===== config.mk =====
export PLATFORM = sky130hd
export DESIGN_NAME = cmd_cell
export DESIGN_NICKNAME = d
export VERILOG_FILES = /design/src/design/cmd_pkg.sv /design/src/design/cmd_cell.sv
export SDC_FILE = /design/constraint.sdc
export NUM_CORES = 1
export LEC_CHECK = 0
export BUFFER_PORTS_ARGS = -buffer_cell sky130_fd_sc_hd__buf_2
export CORE_AREA = 2 2 299 301
export CTS_CLUSTER_DIAMETER = 100
export CTS_CLUSTER_SIZE = 25
export DETAILED_ROUTE_END_ITERATION = 8
export DIE_AREA = 0 0 301 303
export PLACE_DENSITY = 0.56
export SETUP_SLACK_MARGIN = 0.3
export SLEW_MARGIN = 20
export SYNTH_ARGS = -nofsm -noshare
export SYNTH_HDL_FRONTEND = slang
export SYNTH_SLANG_ARGS = --single-unit
export TNS_END_PERCENT = 20

===== constraint.sdc =====
create_clock -name clk -period 1.2 [get_ports clk]
set_input_delay 0.3 -clock clk [delete_from_list [all_inputs] [get_ports clk]]
set_output_delay 0.3 -clock clk [all_outputs]
set_load 0.01 [all_outputs]

===== src/design/cmd_pkg.sv =====
// shared types and constants for the complex multiply and divide block
package cmd_pkg;

	localparam int EPS_W = 16;
	localparam logic [EPS_W-1:0] EPS_RESET = 16'd17;

	typedef enum logic {
		REQ_MUL = 1'b0,
		REQ_DIV = 1'b1
	} req_t;

	typedef struct packed {
		logic valid;
		req_t op;
		logic neg_re;
		logic neg_im;
		logic sat_re;
		logic sat_im;
		logic zero;
	} ctl_t;

endpackage


===== src/design/cmd_cell.sv =====
// one quotient bit of both divider lanes, with its stage register
module cmd_cell #(
	parameter int DW   = 32,
	parameter int CW   = 90,
	parameter int DENW = 65,
	parameter int QB   = 33,
	parameter int BIT  = 0
) (
	input  logic                clk,
	input  logic                arst_n,
	input  logic                en,
	input  cmd_pkg::ctl_t       in_ctl,
	input  logic [DENW-1:0]     in_den,
	input  logic [CW-1:0]       in_rem_re,
	input  logic [CW-1:0]       in_rem_im,
	input  logic [QB-1:0]       in_q_re,
	input  logic [QB-1:0]       in_q_im,
	input  logic [DW-1:0]       in_mres_re,
	input  logic [DW-1:0]       in_mres_im,
	output cmd_pkg::ctl_t       out_ctl,
	output logic [DENW-1:0]     out_den,
	output logic [CW-1:0]       out_rem_re,
	output logic [CW-1:0]       out_rem_im,
	output logic [QB-1:0]       out_q_re,
	output logic [QB-1:0]       out_q_im,
	output logic [DW-1:0]       out_mres_re,
	output logic [DW-1:0]       out_mres_im
);

	logic [CW-1:0] dsh;
	logic          ge_re, ge_im;
	logic [CW-1:0] nrem_re, nrem_im;
	logic [QB-1:0] qbit;

	always_comb begin
		dsh     = CW'(in_den) << BIT;
		ge_re   = in_rem_re >= dsh;
		ge_im   = in_rem_im >= dsh;
		nrem_re = ge_re ? in_rem_re - dsh : in_rem_re;
		nrem_im = ge_im ? in_rem_im - dsh : in_rem_im;
		qbit    = QB'(1) << BIT;
	end

	always_ff @(posedge clk or negedge arst_n) begin
		if (!arst_n) begin
			out_ctl <= '0;
		end else if (en) begin
			out_ctl <= in_ctl;
		end
	end

	always_ff @(posedge clk) begin
		if (en) begin
			out_den        <= in_den;
			out_rem_re     <= nrem_re;
			out_rem_im     <= nrem_im;
			out_q_re       <= ge_re ? (in_q_re | qbit) : in_q_re;
			out_q_im       <= ge_im ? (in_q_im | qbit) : in_q_im;
			out_mres_re    <= in_mres_re;
			out_mres_im    <= in_mres_im;
		end
	end

endmodule


# After elaboration in Yosys (flattened, before gate mapping)
# Cells that the tools add are included.
# totals
regBits,382
in_bits,385
elab_cells,22
# op_classes
addsub,2
order_cmp,2
mux,2
# op_table
cell,n
$ge A90 B65 Y1,2
$mux W90,2
$sub A90 B65 Y90,2

# Logic depth before layout (Yosys ltp)
# depth
ltp_word,2
mapped_depth,16
depth_no_buf,14

# Worst setup path before layout
# No wires, ideal clock.
# synth_path
path_kind,in2reg
startpoint,input in_rem_im[0]
endpoint,"register out_rem_im[82], data pin"
t_arrival_ns,3.429
t_required_ns,0.942
path_slack_ns,-2.487
path_stages,15
path_cell_list,inv_1 ha_1 inv_1 fa_1 a21o_1 a221oi_1 o21ai_0 a21oi_1 o21ai_0 a21oi_1 o21ai_0 or3_1 buf_2 or3_1 xnor2_1
# synth_via
elab_chain_cells,2
word_cells_on_any_way,3
classes_between,add/sub (1); order compare (1); mux (1)
# synth_rtl
element,line,rtl
"start, declared",cmd_cell.sv:15,"input logic [CW-1:0] in_rem_im,"
$sub A90 B65 Y90 / $ge A90 B65 Y1 (equally long branches),"cmd_cell.sv:40, cmd_cell.sv:38",
$mux W90 *,cmd_cell.sv:40,nrem_im = ge_im ? in_rem_im - dsh : in_rem_im;
net nrem_im[82],cmd_cell.sv:32,"logic [CW-1:0] nrem_re, nrem_im;"
"end signal, assigned",cmd_cell.sv:56,out_rem_im <= nrem_im;
"end, declared",cmd_cell.sv:23,"output logic [CW-1:0] out_rem_im,"
# Mark *: on every way through the listed nets, which the timed path passes. The rest lies on a longest branch.
# A chain may end at the register's enable or synchronous reset.

# Worst setup path after layout
# layout_path
startpoint,input in_den[2]
endpoint,"register out_rem_re[76], data pin"
# layout_via
elab_chain_cells,2
word_cells_on_any_way,3
classes_between,add/sub (1); order compare (1); mux (1)
# layout_rtl
element,line,rtl
"start, declared",cmd_cell.sv:13,"input logic [DENW-1:0] in_den,"
$sub A90 B65 Y90 / $ge A90 B65 Y1 (equally long branches),"cmd_cell.sv:39, cmd_cell.sv:37",
$mux W90 *,cmd_cell.sv:39,nrem_re = ge_re ? in_rem_re - dsh : in_rem_re;
net nrem_re[76],cmd_cell.sv:32,
"end signal, assigned",cmd_cell.sv:55,out_rem_re <= nrem_re;
"end, declared",cmd_cell.sv:22,"output logic [CW-1:0] out_rem_re,"
# Marks and branches as above.

==> impl_metrics.ini <==
[clock_network]
clkLatencyLatePin_ns = 0.62
htreeDepth = 1
clkTransAtPathRegs_ns = 0.10
clockBufferDepth = 3
cts-root-buf = clkbuf_16
cts_buffers = 28
cts_sinks = 382
cts_tree = yes

[pwr]
cellLeakagePower_nw = 17.9
p_seq_frac = 0.391
p_sw_frac = 0.330
finalPower_mw = 43.5
irDropWorstVdd_mv = 1.19
power.share.clock = 0.259
p_comb_frac = 0.350
intPower_mw = 29.1
power.net_switching_mw = 14.3
powerDensity_nw_per_um2 = 1060

[hold_path]
min_path_cells = 3
hp-class = in2reg

[global_route]
grt_pass1_wl_um = 156000
grt_max_degree = 36
grt_pass1_vias = 24700
antenna_found_initial = 20
track_usage = 0.231
grt-ovfl-total = 0

[drt]
first_iter_violations = 1675
routed_via_density = 4.78
vias = 25200
wl_um = 115000
drt_pass1_iterations = 5
wl_per_cell_um = 21.8
ant_nets = 0
drc = 0

[synth]
syn_area_sq_um = 22600
yosys_warnings = 0
synth_seq_area_share = 0.506
synth_area_leader_cell = edfxtp_1
synth.avg_cell_area_sq_um = 10.2
yosysTopAreaCellShare = 0.498
async_flop_share = 0.0183
yosys-top-cells-count = edfxtp_1, a21oi_1, nor2_1
synth_cell_type_count = 71
syn_inst = 2227
netlist_top_cells_area = edfxtp_1, ha_1, a21oi_1
synth.net_count = 2744
synth_edf_count = 375
yosysMostFrequentCell = edfxtp_1
synthFlopType = edfxtp_1
synth_seq_cells = 382

[worst_setup_path]
worst_setup_path_end_kind = register
cpMostUsedCell = buf_4
critPathSlowestCell = o21ai_4
path_delay_family = compound AO/OA/AOI/OAI gates
reg2reg_depth = 1
path_buf_inv = 8
cp_data_arrival_time_ns = 3.37
critPathRequiredTime_ns = 1.60
path_class = in2reg
crit_chain = buf_4, inv_4, buf_4, ha_4, buf_6, a21o_1, nand4_1, a31oi_4, o211ai_1, buf_4, a21o_4, a21oi_4, a21oi_4, buf_6, o21ai_4, buf_12, clkbuf_16, nand4_1, xnor2_1
cp-start-kind = primary input
cp_slowest_stage_delay_ns = 0.31
worst-path-max-fanout = 5
critical_path_cell_count = 19

[layout]
drive_above_1_share = 0.516
final_nets = 4601
fillers = 8255
synthToLayoutAreaGrowth_pct = 81.1
stdcell_area_sq_um = 41000
seq_area_sq_um = 11400
multi_input_area_sq_um = 12600
final_util = 0.466

[sta]
setup_viol = 564
max_clock_freq_ghz = 0.336
setup_ws_ns = -1.77
rsz0062_at_grt = yes
hold_violations = 0
period_share = 2.48
fin_skew_ns = 0
worstMarginPinSlew_ns = 0.785
post-route-min-period_ns = 2.97
fin_tns_setup_ns = -396.22
whs_ns = 0.0219
maxSlewHeadroom = 0.463
maxSlewViolCount = 0

[floorplanning]
num_io_pins = 767
die_height_um = 303
die_w_um = 301
core_area_sq_um = 88000
die-area_sq_um = 91200
start_util = 0.257
rows = 109

[place]
hpwlAfterDp_um = 91100
place_congestion = 0.966
place_area_sq_um = 34400
port_buffers = 766

[run_status]
violations = negative setup slack
status = finished with violations

[job]
maxCapViolations = 0
-- cells in the final DEF, fill, tap and decap left out, types with 48 or more instances in the layout --
cell           instances
buf_4                826
buf_2                759
edfxtp_1             375
dlygate4sd3_1        229
a21oi_1              194
nor2_1               182
nand2_1              174
ha_1                  91
xnor2_1               90
a21oi_2               80
inv_1                 75
xor2_1                74
o21ai_0               73
nand4_1               65
a21o_1                62
buf_6                 48
-- path summary, 6_finish.rpt --
| kind | start | endpoint | slack (ns) |
|---|---|---|---|
| max in group asynchronous | arst_n | out_ctl[0] | 0.33 |
| min reg2reg | out_ctl[0] | out_ctl[0] | 0.51 |
| max reg2reg | out_ctl[4] | out_ctl[4] | 0.43 |
| max | in_den[2] | out_rem_re[76] | -1.77 |
| min | in_rem_re[3] | out_rem_re[3] | 0.02 |
| min in group asynchronous | arst_n | out_ctl[6] | 0.64 |
-- through the flow --
step           instances  worst slack (ns)
2_1_floorplan       2227             -2.00
3_3_place_gp        4927             -2.94
3_5_place_dp        4927             -2.91
4_1_cts             5222             -1.69
5_1_grt             5277             -1.79
6_report            5278             -1.77
-- kinds of logic after synthesis --
kind of cell	after synthesis	share of synthesized area
adders and majority gates	132	0.0737
xor gates and xnor gates	172	0.0666
DFF	382	0.506
muxes	7	0.00349
AOI/OAI and AO/OA	658	0.177
buffers and inverters	191	0.0322
and+or+nand+nor	685	0.141
-- metal layers --
layer | track usage | wire length (um) | share of wire
met4 | 0.0852 | 5010 | 0.044
met2 | 0.414 | 57100 | 0.50
met1 | 0.279 | 46400 | 0.40
met3 | 0.0328 | 6240 | 0.054
met5 | 0 | 55 | 0.00048
-- worst min-delay path, stage by stage --
cell and delay [ns]:
buf_2 0.11, nor2_2 0.05, a21oi_2 0.09
-- final cells by class --
| class | instances | area share |
|---|---|---|
| clock buffer | 32 | 0.0185 |
| multi-input combinational | 1655 | 0.307 |
| sequential | 382 | 0.279 |
| timing repair buffer | 1918 | 0.342 |
| antenna | 9 | 0.000550 |
| inverter | 99 | 0.00938 |
| tap | 1165 | 0.0356 |
| clock inverter | 18 | 0.00770 |
-- sequential cells by signal, summed over array words and instances (netlist names) --
| signal | count |
|---|---|
| out_rem_im | 90 |
| out_rem_re | 90 |
| out_den | 65 |
| out_q_im | 33 |
| out_q_re | 33 |
| out_mres_im | 32 |
| out_mres_re | 32 |
| out_ctl | 7 |
-- power by group through the flow --
stage	logic, mW	registers, mW	clock network, mW
floorplan	4.55	18.0	0
global placement	13.2	17.3	0
detailed placement	13.2	17.3	0
CTS	14.4	17.0	11.5
global route	16.3	17.1	12.0
finish	15.2	17.0	11.2
-- timing repair --
item | CTS | global route
gates cloned | 3 | 20
endpoints found under the setup margin | 564 | 564
setup buffers | 13 | 27
hold endpoints to repair | 234 | 0
resized for setup | 198 | 314
pin swaps | 59 | 59
hold buffers | 229 | 0
No activity file was read; power rests on OpenSTA's default activity.
